File: config.mk
export PLATFORM = sky130hd
export DESIGN_NAME = mi4_ram
export DESIGN_NICKNAME = d
export VERILOG_FILES = /design/src/design/matrix_inverse_4x4_macros.svh /design/src/design/mi4_ram.sv
export SDC_FILE = /design/constraint.sdc
export NUM_CORES = 1
export LEC_CHECK = 0
export BUFFER_PORTS_ARGS = -buffer_cell sky130_fd_sc_hd__buf_2
export CAP_MARGIN = 20
export CORE_ASPECT_RATIO = 1.1
export CORE_MARGIN = 2
export CORE_UTILIZATION = 50
export DETAILED_ROUTE_END_ITERATION = 8
export HOLD_SLACK_MARGIN = 0.12
export PLACE_DENSITY_LB_ADDON = 0.3
export SETUP_SLACK_MARGIN = 0.02
export SLEW_MARGIN = 15
export SYNTH_ARGS = -nofsm -noshare
export SYNTH_HDL_FRONTEND = slang
export SYNTH_SLANG_ARGS = --single-unit
File: constraint.sdc
create_clock -name clk -period 5.6 [get_ports clk]
set_input_delay 1.68 -clock clk [delete_from_list [all_inputs] [get_ports clk]]
set_output_delay 1.68 -clock clk [all_outputs]
set_load 0.02 [all_outputs]
File: src/design/matrix_inverse_4x4_macros.svh
// Assertion macros shared by the matrix inverse RTL.
`ifndef MATRIX_INVERSE_4X4_MACROS_SVH
`define MATRIX_INVERSE_4X4_MACROS_SVH

// Implication checked on every rising clock edge, disabled during reset.
`define MI_ASSERT_IMP(label, ante, cons, msg) \
  label: assert property (@(posedge clk) disable iff (!rst_n) (ante) |-> (cons)) \
    else $error(msg);

// Next-cycle implication, disabled during reset.
`define MI_ASSERT_NXT(label, ante, cons, msg) \
  label: assert property (@(posedge clk) disable iff (!rst_n) (ante) |=> (cons)) \
    else $error(msg);

`endif

File: src/design/mi4_ram.sv
//------------------------------------------------------------------------------
// mi4_ram
// Generic single write port RAM with one registered read port.
//------------------------------------------------------------------------------
`timescale 1ns / 1ps
module mi4_ram #(
  parameter int WIDTH = 32,
  parameter int DEPTH = 16
) (
  input  logic                     clk,
  input  logic                     we,
  input  logic [$clog2(DEPTH)-1:0] waddr,
  input  logic [WIDTH-1:0]         wdata,
  input  logic [$clog2(DEPTH)-1:0] raddr,
  output logic [WIDTH-1:0]         rdata
);
  logic [WIDTH-1:0] mem [0:DEPTH-1];

  // write and registered read
  always_ff @(posedge clk) begin
    if (we) mem[waddr] <= wdata;
    rdata <= mem[raddr];
  end
endmodule

After elaboration in Yosys (flattened, before gate mapping)
Memories as Yosys holds them, arrays and structs flattened. A register that Yosys moved wholly into a read port is not among the register bits.
Index checks and enable logic that the tools add are counted.
W data, S select, Z words.

storage, ports and cells
  ROM bits = 0
  bits of input ports = 42
  flip-flop bits (word level) = 0
  output and inout port bits = 32
  logic and storage cells = 3
  bits in writable memories = 512
  latch bits = 0
  memories = 1

memories
  name  words  bits a word  read ports  clocked after memory_dff  wr ports  RTL line       source
  mem   16     32           1           1                         1         mi4_ram.sv:17  logic [WIDTH-1:0] mem [0:DEPTH-1];

cells by class
  muxes and demuxes = 2
  bitwise logic cells = 0
  $lt $le $gt $ge = 0
  $mul = 0
  divide/modulo/power cells = 0
  reduce and logical (&&, ||, !) cells = 0
  equal/unequal tests = 0
  shift-type cells = 0
  $add $sub $neg = 0

operators by type and width
  operator  number
  $mux W1   2

Depth between registers and ports, before layout
  word-level depth = 2
  depth in mapped cells = 5
  depth with buffers taken out = 3

Least setup slack after synthesis
Ideal clock, no wire load.

  kind = input -> register
  from = input port waddr[2]
  to = memory mem[0][0] (enable)
  setup time = 0.461 ns
  arrival time = 4.398 ns
  required time = 5.139 ns
  slack = 0.740 ns
  cell stages on the path = 2
  path buffers = 0
  cells stage by stage = or3b_2 -> nor3_1

RTL lines
  element             RTL line       source
  start: declaration  mi4_ram.sv:12  input logic [$clog2(DEPTH)-1:0] waddr,
  end: declaration    mi4_ram.sv:17

Straight into the memory's write port.

Worst setup path after layout
  from = input port waddr[2]
  to = memory mem[10][9] (enable)

Straight into the memory's write port.

==> qor.yml <==
vias_per_cell: 5.95
path_class: "primary input to flip-flop"
ys_seq_area_frac: 0.807
die_w_um: 194
max_clock_freq_mhz: 310
maxSlewViolCount: 0
power_density_nw_per_um2: 373
drtIter0Drc: 824
syn_nets: 880
wire_per_inst_um: 26.4
synthArstFlopShare: 0
post_dp_cell_area_sq_um: 21100
fillers: 2824
finClkSkew_ns: 0.0246
setup_viol_count_final: 0
cts_buffers: 52
critPathBufInv: 2
route.detailed.drc: 0
path_max_fanout: 21
grt_max_degree: 70
yosysTopAreaCellShare: 0.774
overflow: 0
htreeDepth: 2
max_cap_violations: 0
grt_pass1_wl_um: 59400
ys_ff_latch: 544
clockRootBuffer: "clkbuf_16"
path_clk_slew_ns: 0.06
endpoint_kind: "flip-flop"
dpl.cell_count: 1404
synth_commonest_cells: "512 x edfxtp_1, 128 x mux4_2, 64 x a22oi_1"
syn_avg_cell_area_sq_um: 23.7
slowest_stage: "nor2_4"
hold_violations: 0
crit_arrival_ns: 3.47
cts_resized: 0
cts_setup_buffers: 0
drt_first_pass_iters: 5
stdcell_area_sq_um: 22800
finalCritPeriodShare: 0.576
synth_top_area_cell: "edfxtp_1"
drt-total-wl_um: 39600
synthMostInstantiatedCell: "edfxtp_1"
place_congestion: 0.722
postRouteAntennaNets: 0
io_pins: 74
worstMarginPinSlew_ns: 1.01
vias: 8928
peakVddDrop_uv: 238
syn_area_sq_um: 19900
initial_core_util: 0.507
rows: 76
core-area_sq_um: 39200
finalCriticalPeriod_ns: 3.22
p_leak_nw: 7.35
crit_required_ns: 5.85
start_kind: "primary input"
cts_hold_buf: 0
clock_latency_ns: 0.58
yosys-top-cells-area: "edfxtp_1 77%, mux4_2 15%, dfxtp_1 3.2%"
yosysWarnings: 0
cts_sinks: 544
hold_slack_ns: 0.663
hpwl_um: 21800
cp_top_family: "simple AND/OR/NAND/NOR gates"
synth_cell_types: 18
synth_cells: 838
max_slew_margin: 0.328
num_antenna_cells: 0
hp-class: "flip-flop to flip-flop"
nets: 993
p_total_mw: 8.51
reg2reg_setup_slack_ns: 4.19
synth_flop_cell: "edfxtp_1"
stdcell_count: 1500
place.port_buffers: 73
die_height_um: 213
clock_path_buffers: 3
status: "finished, final reports clean"
synth-edff-count: 512
area_growth_syn_to_layout_pct: 15.0
critical_path.max_stage_delay_ns: 0.87
rsz0062_at_grt: "false"
antenna_found_initial: 0
grt_pass1_vias: 9211
die_area_sq_um: 41300
worstPathCellList: "buf_2 > nand3b_1 > nor2_4 > buf_4"
layout-drive-gt1-share: 0.328
grt.total_usage: 0.196
finalSetupTns_ns: 0
tritoncts: "built"
## layout make-up
class | instances | area [sq um] | share of cell area
repair buffers | 102 | 709 | 0.0311
flip-flops and latches | 544 | 16000 | 0.702
well taps | 507 | 634 | 0.0278
multi-input cells | 251 | 3750 | 0.164
clock buffers | 63 | 1370 | 0.0601
clock inverters | 33 | 342 | 0.0150
## state kept, by name, summed over array words and instances (netlist names)
register and flops:
mem 512, rdata 32
## final timing paths
| check | from | end | cells after the start |
|---|---|---|---|
| min reg2reg | mem[12][22] | rdata[22] | 3 |
| max reg2reg | mem[3][4] | rdata[4] | 3 |
| min | mem[12][22] | rdata[22] | 3 |
| max | waddr[2] | mem[10][9] | 4 |
## layer usage
| metal | share of wire | wire length [um] | GRT usage | vias to the layer above |
|---|---|---|---|---|
| met3 | 0.069 | 2740 | 0.0327 | 51 |
| met1 | 0.43 | 16900 | 0.288 | 4748 |
| met5 | 0 | 0 | 0 | - |
| li1 | - | - | - | 3801 |
| met2 | 0.48 | 19200 | 0.313 | 328 |
| met4 | 0.019 | 752 | 0.0509 | 0 |
## tightest hold or removal path: cells and delay by family, from the launching register on
family           cells  cell delay [ns]
AND/OR/NAND/NOR      1             0.06
multiplexers         1             0.22
flip-flops           1             0.32
AO/OA/AOI/OAI        1             0.06
## logic make-up (layout without fill, tap and decap cells)
family / count (synthesis) / count (layout) / share of synthesized area
AOI/OAI and AO/OA: 64 / 64 / 0.0242
buffers and inverters: 43 / 198 / 0.0112
DFF: 544 / 544 / 0.807
muxes: 128 / 128 / 0.145
and+or+nand+nor: 59 / 59 / 0.0127
## report_power, final
| part | switching (mW) | total [mW] | internal [mW] |
|---|---|---|---|
| logic | 0.255 | 0.423 | 0.168 |
| clock network | 1.44 | 3.50 | 2.06 |
| registers | 0.0277 | 4.58 | 4.55 |
## cells in the final DEF, fill, tap and decap left out
master / instances
clkinv_8: 1
buf_4: 22
bufinv_16: 7
clkinv_1: 13
mux4_2: 128
clkbuf_8: 4
clkinv_2: 10
buf_12: 6
nand3b_1: 2
edfxtp_1: 512
dfxtp_1: 32
buf_2: 71
clkbuf_16: 52
nand3_1: 1
clkbuf_1: 8
nor2_4: 13
nand2_1: 33
buf_16: 2
nand2b_1: 2
nor2b_4: 2
nor3_2: 4
clkinvlp_4: 1
inv_6: 1
or3b_2: 1
a22oi_1: 64
and2_2: 1
## through the flow
stage           util  setup WS (ns)
6_report       0.583           2.38
5_1_grt        0.583           2.16
4_1_cts        0.583           2.33
3_5_place_dp   0.539           1.72
3_3_place_gp   0.535           1.75
2_1_floorplan      -          0.740
No activity file was read; power rests on OpenSTA's default activity.
