File: src/design/matrix_inverse_4x4_macros.svh
// Assertion macros shared by the matrix inverse RTL.
`ifndef MATRIX_INVERSE_4X4_MACROS_SVH
`define MATRIX_INVERSE_4X4_MACROS_SVH

// Implication checked on every rising clock edge, disabled during reset.
`define MI_ASSERT_IMP(label, ante, cons, msg) \
  label: assert property (@(posedge clk) disable iff (!rst_n) (ante) |-> (cons)) \
    else $error(msg);

// Next-cycle implication, disabled during reset.
`define MI_ASSERT_NXT(label, ante, cons, msg) \
  label: assert property (@(posedge clk) disable iff (!rst_n) (ante) |=> (cons)) \
    else $error(msg);

`endif

File: src/design/mi4_pkg.sv
//------------------------------------------------------------------------------
// mi4_pkg
// Shared widths, cofactor term table and arithmetic helpers.
//------------------------------------------------------------------------------
`timescale 1ns / 1ps
package mi4_pkg;

  localparam int EW = 32;
  localparam int FB = 16;
  localparam int IW = 4;
  localparam int QDEPTH = 2;
  localparam int QPW = 1;
  // reciprocal divider width: numerator 2^(2*FB) needs 2*FB+1 bits, NW is one bit wider
  localparam int NW = 2 * FB + 2;

  typedef logic signed [EW-1:0] val_t;
  typedef logic [IW-1:0] idx_t;

  // Run command from the front to the back
  typedef struct packed {
    logic dummy;
  } run_cmd_t;

  // Maps (entry, term, factor) to a store index: 16*6*3 entries.
  function automatic idx_t cof_idx(input logic [3:0] e, input logic [2:0] t,
                                   input logic [1:0] f);
    logic [11:0] tr [0:5];
    logic [11:0] row;
    begin
      tr[0] = 12'h0; tr[1] = 12'h0; tr[2] = 12'h0;
      tr[3] = 12'h0; tr[4] = 12'h0; tr[5] = 12'h0;
      case (e)
        4'd0: begin tr[0]=12'h5af; tr[1]=12'h5be; tr[2]=12'h96f; tr[3]=12'h97e;
          tr[4]=12'hd6b; tr[5]=12'hd7a; end
        4'd1: begin tr[0]=12'h1af; tr[1]=12'h1be; tr[2]=12'h92f; tr[3]=12'h93e;
          tr[4]=12'hd2b; tr[5]=12'hd3a; end
        4'd2: begin tr[0]=12'h16f; tr[1]=12'h17e; tr[2]=12'h52f; tr[3]=12'h53e;
          tr[4]=12'hd27; tr[5]=12'hd36; end
        4'd3: begin tr[0]=12'h16b; tr[1]=12'h17a; tr[2]=12'h52b; tr[3]=12'h53a;
          tr[4]=12'h927; tr[5]=12'h936; end
        4'd4: begin tr[0]=12'h4af; tr[1]=12'h4be; tr[2]=12'h86f; tr[3]=12'h87e;
          tr[4]=12'hc6b; tr[5]=12'hc7a; end
        4'd5: begin tr[0]=12'h0af; tr[1]=12'h0be; tr[2]=12'h82f; tr[3]=12'h83e;
          tr[4]=12'hc2b; tr[5]=12'hc3a; end
        4'd6: begin tr[0]=12'h06f; tr[1]=12'h07e; tr[2]=12'h42f; tr[3]=12'h43e;
          tr[4]=12'hc27; tr[5]=12'hc36; end
        4'd7: begin tr[0]=12'h06b; tr[1]=12'h07a; tr[2]=12'h42b; tr[3]=12'h43a;
          tr[4]=12'h827; tr[5]=12'h836; end
        4'd8: begin tr[0]=12'h49f; tr[1]=12'h4bd; tr[2]=12'h85f; tr[3]=12'h87d;
          tr[4]=12'hc5b; tr[5]=12'hc79; end
        4'd9: begin tr[0]=12'h09f; tr[1]=12'h0bd; tr[2]=12'h81f; tr[3]=12'h83d;
          tr[4]=12'hc1b; tr[5]=12'hc39; end
        4'd10: begin tr[0]=12'h05f; tr[1]=12'h07d; tr[2]=12'h41f; tr[3]=12'h43d;
          tr[4]=12'hc17; tr[5]=12'hc35; end
        4'd11: begin tr[0]=12'h05b; tr[1]=12'h079; tr[2]=12'h41b; tr[3]=12'h439;
          tr[4]=12'h817; tr[5]=12'h835; end
        4'd12: begin tr[0]=12'h49e; tr[1]=12'h4ad; tr[2]=12'h85e; tr[3]=12'h86d;
          tr[4]=12'hc5a; tr[5]=12'hc69; end
        4'd13: begin tr[0]=12'h09e; tr[1]=12'h0ad; tr[2]=12'h81e; tr[3]=12'h82d;
          tr[4]=12'hc1a; tr[5]=12'hc29; end
        4'd14: begin tr[0]=12'h05e; tr[1]=12'h06d; tr[2]=12'h41e; tr[3]=12'h42d;
          tr[4]=12'hc16; tr[5]=12'hc25; end
        default: begin tr[0]=12'h05a; tr[1]=12'h069; tr[2]=12'h41a; tr[3]=12'h429;
          tr[4]=12'h816; tr[5]=12'h825; end
      endcase
      case (t)
        3'd0: row = tr[0];
        3'd1: row = tr[1];
        3'd2: row = tr[2];
        3'd3: row = tr[3];
        3'd4: row = tr[4];
        default: row = tr[5];
      endcase
      case (f)
        2'd0: cof_idx = row[11:8];
        2'd1: cof_idx = row[7:4];
        default: cof_idx = row[3:0];
      endcase
    end
  endfunction

  // Saturate a 2*EW+1 bit signed value to EW bits.
  function automatic val_t sat_w(input logic signed [2*EW:0] v, output logic ovf);
    logic signed [2*EW:0] vmax;
    logic signed [2*EW:0] vmin;
    begin
      vmax = (2*EW+1)'({1'b0, {(EW-1){1'b1}}});
      vmin = -vmax - (2*EW+1)'(1);
      ovf = 1'b0;
      if (v > vmax) begin
        ovf = 1'b1; sat_w = {1'b0, {(EW-1){1'b1}}};
      end else if (v < vmin) begin
        ovf = 1'b1; sat_w = {1'b1, {(EW-1){1'b0}}};
      end else begin
        sat_w = v[EW-1:0];
      end
    end
  endfunction

endpackage

File: src/design/mi4_front.sv
//------------------------------------------------------------------------------
// mi4_front
// Accepts element beats, writes them to the store and queues a run on index 15.
//------------------------------------------------------------------------------
`timescale 1ns / 1ps
module mi4_front (
  input  logic            clk,
  input  logic            rst_n,
  input  logic            in_valid,
  output logic            in_ready,
  input  mi4_pkg::val_t   in_element_value,
  input  mi4_pkg::idx_t   in_element_index,
  output logic            st_we,
  output mi4_pkg::idx_t   st_waddr,
  output mi4_pkg::val_t   st_wdata,
  output logic            q_valid,
  input  logic            q_ready,
  output mi4_pkg::run_cmd_t q_cmd
);
  import mi4_pkg::*;

  `include "matrix_inverse_4x4_macros.svh"

  logic [QPW:0] cnt_r, cnt_nxt;
  logic         acc;
  logic         push;
  logic         pop;

  // front stalls while a run is pending so the store stays put for the back
  assign in_ready = (cnt_r == '0);
  assign acc      = in_valid && in_ready;
  assign push     = acc && (in_element_index == idx_t'(IW'(15)));
  assign pop      = q_valid && q_ready;
  assign st_we    = acc;
  assign st_waddr = in_element_index;
  assign st_wdata = in_element_value;
  assign q_valid  = (cnt_r != '0);
  assign q_cmd.dummy = 1'b1;

  // run queue occupancy
  always_comb begin
    cnt_nxt = cnt_r;
    if (push && !pop) cnt_nxt = cnt_r + 1'b1;
    else if (pop && !push) cnt_nxt = cnt_r - 1'b1;
  end

  always_ff @(posedge clk) begin
    if (!rst_n) cnt_r <= '0;
    else cnt_r <= cnt_nxt;
  end

  `MI_ASSERT_IMP(a_no_ovf, push, cnt_r < (QPW+1)'(QDEPTH), "run queue overflow")
  `MI_ASSERT_IMP(a_no_udf, pop, cnt_r != '0, "run queue underflow")
  `MI_ASSERT_NXT(a_push_vis, push && !pop, q_valid, "queued run not visible")
endmodule

File: config.mk
export PLATFORM = sky130hd
export DESIGN_NAME = mi4_front
export DESIGN_NICKNAME = d
export VERILOG_FILES = /design/src/design/mi4_pkg.sv /design/src/design/mi4_front.sv
export VERILOG_INCLUDE_DIRS = /design/src /design/src/design
export SDC_FILE = /design/constraint.sdc
export NUM_CORES = 1
export LEC_CHECK = 0
export CORE_AREA = 2 2 39 41
export CTS_BUF_LIST = sky130_fd_sc_hd__clkbuf_4 sky130_fd_sc_hd__clkbuf_8
export CTS_CLUSTER_SIZE = 12
export DETAILED_ROUTE_END_ITERATION = 8
export DIE_AREA = 0 0 41 43
export DONT_BUFFER_PORTS = 1
export PLACE_DENSITY = 0.56
export SETUP_SLACK_MARGIN = 0.4
export SLEW_MARGIN = 20
export SYNTH_ARGS = -nofsm -noshare
export SYNTH_HDL_FRONTEND = slang
export SYNTH_SLANG_ARGS = --single-unit
File: constraint.sdc
create_clock -name clk -period 1.5 [get_ports clk]
set_input_delay 0.15 -clock clk [delete_from_list [all_inputs] [get_ports clk]]
set_output_delay 0.15 -clock clk [all_outputs]
set_load 0.05 [all_outputs]
# Yosys cells after proc, flatten, opt, wreduce, memory -nomap -nowiden
# Index checks and enable logic that the tools add are counted.
[totals] inputBits=40 out_inout_bits=40 reg_bits=2
[classes] mux=2 add_sub_neg=2 eq_ne=1 reduce_logical=10
[op_table] op="logical AND 1 bit" count=5
[op_table] op="equality test 4 bit (second input constant)" count=1
[op_table] op="2-to-1 mux 2 bit" count=2
[op_table] op="nonzero test 2 bit" count=2
[op_table] op="adder 2 x 1 -> 2 bit (second input constant)" count=1
[op_table] op="logical NOT 1 bit" count=2
[op_table] op="logical NOT 2 bit" count=1
[op_table] op="subtractor 2 x 1 -> 2 bit (second input constant)" count=1

# Logic depth before layout (Yosys ltp)
[depth] word_depth=7 depth_mapped=7 ltp_nobuf=7

# Least setup slack after synthesis
# Ideal clock, no wire load.
[synth_timing] path_kind="register to register" from="register cnt_r[0]" to="register cnt_r[1]" n_path_buf=0 arrival_ns=2.443 path_slack_ns=-1.013 period_less_slack_ns=2.513 path_stages_with_launch=7 cell_sequence="dfxtp_1 > nor2_1 > inv_1 > nand2_1 > ha_1 > or3_1 > a21boi_1"
[synth_between] elab_chain_len=6 elab_cells_between_ends=14 cone_classes="add/sub (2); mux (2); reduce/logical (10)"
[synth_lines] element="start: declaration" line_no="mi4_front.sv:24" rtl="logic [QPW:0] cnt_r, cnt_nxt;"
[synth_lines] element="start signal: assignment" line_no="mi4_front.sv:49" rtl="else cnt_r <= cnt_nxt;"
[synth_lines] element="logical NOT 2 bit (*)" line_no="mi4_front.sv:30" rtl="assign in_ready = (cnt_r == '0);"
[synth_lines] element="via in_ready" line_no="mi4_front.sv:10" rtl="output logic in_ready,"
[synth_lines] element="logical AND 1 bit (*)" line_no="mi4_front.sv:31" rtl="assign acc = in_valid && in_ready;"
[synth_lines] element="logical AND 1 bit (*)" line_no="mi4_front.sv:32" rtl="assign push = acc && (in_element_index == idx_t'(IW'(15)));"
[synth_lines] element="logical NOT 1 bit" line_no="mi4_front.sv:44" rtl="else if (pop && !push) cnt_nxt = cnt_r - 1'b1;"
[synth_lines] element="logical AND 1 bit" line_no="mi4_front.sv:44"
[synth_lines] element="nonzero test 2 bit (no source line)"
# Mark *: on every way through the listed nets, which the timed path passes. The rest lies on a longest branch. The select of a mux whose other input is x is not followed.
# A chain may end at the register's enable or synchronous reset.

# Worst setup path in the final report
[layout_timing] from="register cnt_r[0]" to="register cnt_r[1]"
[layout_between] elab_chain_len=6 elab_cells_between_ends=14 cone_classes="add/sub (2); mux (2); reduce/logical (10)"
[layout_lines] element="branches (longest 6 deep; another with subtractor 2 x 1 -> 2 bit)"
# Several ways; the timed one is not identified. The select of a mux whose other input is x is not followed.

==> impl_metrics.json <==
{
  "grt_max_degree": 4,
  "grt_pass1_vias": 158,
  "drive_above_1_share": 0.6250,
  "critPathKind": "reg -> reg",
  "hp-class": "in -> reg",
  "drt-pass1-iter-count": 1,
  "dp_cells": 37,
  "setup_viol": 0,
  "mappedNetlistArea_um2": 405.4,
  "power.total_uw": 631.9,
  "cts.sinks": 2,
  "layout_common_cells": "3 x clkbuf_4, 3 x buf_4, 2 x nor2_4, 2 x nand2_2, 2 x dfxtp_2",
  "syn_nets": 95,
  "port_buffers": 0,
  "top_register": "cnt_r",
  "num_rows": 14,
  "seq_area_frac_synth": 0.09877,
  "hold_path_depth": 1,
  "die_y_um": 43,
  "ant_nets": 0,
  "drt_iter0_drc": 0,
  "syn2layout_area_growth_pct": -40.12,
  "gp_congestion": 0.5813,
  "h-tree-depth": 1,
  "timing.rr.end": "cnt_r[1]",
  "utilization": 0.1754,
  "irDropWorstVdd_mv": 0.5708,
  "wirelength_um": 454,
  "hold_buffers": 0,
  "fin_cells": 40,
  "clockBufferDepth": 2,
  "cts-buffers-inserted": 3,
  "die_w_um": 41,
  "diodes": 0,
  "drv_slew": 0,
  "cts_root_buf": "clkbuf_4",
  "path_clk_slew_ns": 0.03,
  "yosysWarnings": 0,
  "dp_hpwl_um": 344.9,
  "hold_viol": 0,
  "drcViolationCount": 0,
  "multiInputGateArea_um2": 112.6,
  "rr_startpoint": "cnt_r[0]",
  "arrival_ns": 1.56,
  "wire_per_inst_um": 11.35,
  "largest_register_ffs": 2,
  "avgSynthCellArea_um2": 7.507,
  "r2r_slack_ns": 0.09,
  "nets": 67,
  "rsz0062_at_grt": "true",
  "gr-total-overflow": 0,
  "min_from": "rst_n",
  "die_area_um2": 1763,
  "crit_fanout": 3,
  "outcome": "complete, no violations",
  "drv_cap": 0,
  "fmax_mhz": 711.0,
  "p_per_area_nw_per_um2": 2603,
  "p_leak_uw": 0.00009794,
  "worstRegToRegCells": 6,
  "cts_tree": "done",
  "antenna_found_initial": 0,
  "synthCells": 54,
  "fin_skew_ns": 0.003366,
  "nFillCells": 150,
  "top_regs": "cnt_r: 2 flops",
  "worstPathRequired_ns": 1.65,
  "period_needed_ns": 1.407,
  "clk_latency_ns": 0.22,
  "vias": 153,
  "gr-usage-all-layers": 0.05806,
  "period_share": 0.9377,
  "vias_per_cell": 3.825,
  "seqCellArea_um2": 42.54,
  "grt_pass1_wl_um": 614,
  "fin_setup_tns_ns": 0,
  "hold_path_end": "cnt_r[0]",
  "initial_core_util": 0.2929,
  "ys_ff_latch": 2,
  "ios": 80,
  "synth.distinct_cells": 14,
  "core_um2": 1384,
  "end_kind": "flip-flop",
  "cp-start-kind": "flip-flop"
}
## repair_timing
| action | in CTS | in global routing |
|---|---|---|
| setup endpoints to repair | 4 | 5 |
| resized for setup | 4 | 0 |
| pin swaps | 3 | 0 |
| setup buffers | 0 | 0 |
## logic make-up (layout without fill, tap and decap cells)
logic type / after synthesis / count (layout) / synth area share
buffers and inverters: 39 / 9 / 0.7037
AO/OA/AOI/OAI: 2 / 2 / 0.03086
XOR/XNOR: 2 / 2 / 0.04322
adder cells (fa/ha/maj): 1 / 1 / 0.03086
flip-flops: 2 / 2 / 0.09877
other: 1 / 1 / 0.009250
AND/OR/NAND/NOR: 7 / 7 / 0.08338
## stage by stage
stage | instance area, µm² | hold WS [ns] | worst slack, ns
6_report | 242.7 | 0.05644 | 0.09343
3_5_place_dp | 206.4 | 0.2822 | 0.003589
3_3_place_gp | 206.4 | 0.2790 | 0.02769
4_1_cts | 242.7 | 0.04679 | 0.08201
5_1_grt | 242.7 | 0.04216 | -0.005626
2_1_floorplan | 434.2 | 0.2772 | -0.4166
## worst max-delay path by stage
stage	slack [ns]	endpoint	start	depth (start not counted)
floorplan	-0.42	cnt_r[1]	cnt_r[1]	6
global placement	0.03	cnt_r[1]	cnt_r[1]	6
detailed placement	0.004	cnt_r[1]	cnt_r[1]	6
CTS	0.08	cnt_r[1]	cnt_r[0]	6
global route	-0.006	cnt_r[1]	cnt_r[0]	6
finish	0.09	cnt_r[1]	cnt_r[0]	6
## cell usage after synthesis (all sizes together)
library cell,count,area (µm²)
xnor2,1,8.760
inv,2,7.510
dfxtp,2,40.04
nand4,1,6.260
xor2,1,8.760
buf,37,277.8
conb,1,3.750
ha,1,12.51
o21ai,1,5.000
and2,1,6.260
nand2,2,7.510
or3,1,6.260
nor2,2,7.510
a21boi,1,7.510
## power by group
part	leakage [µW]	switching, µW	internal (µW)
registers	0.0000172	19.5	77.7
clock network	0.0000138	31.4	88.3
logic	0.0000669	270	145
## per-layer routing
metal | wire (µm) | track usage | vias up
met5 | 0 | 0 | -
met4 | 14 | 0.08000 | 0
met3 | 121 | 0.06806 | 4
met2 | 166 | 0.05938 | 15
met1 | 151 | 0.04459 | 67
li1 | - | - | 67
## area by class of cell
cell class | instances | share of cell area
multi-input combinational | 13 | 0.4639
sequential | 2 | 0.1753
timing repair buffer | 4 | 0.1392
clock buffer | 3 | 0.09278
tap | 16 | 0.08247
inverter | 2 | 0.04639
## worst max-delay path, cell delays in order (launching register included)
cell and delay [ns]:
dfxtp_2 0.32, nor2_4 0.15, nand2_2 0.09, nor2_4 0.10, ha_4 0.21, or3_1 0.35, a21boi_1 0.12
Power figures use the tool's default switching activity.
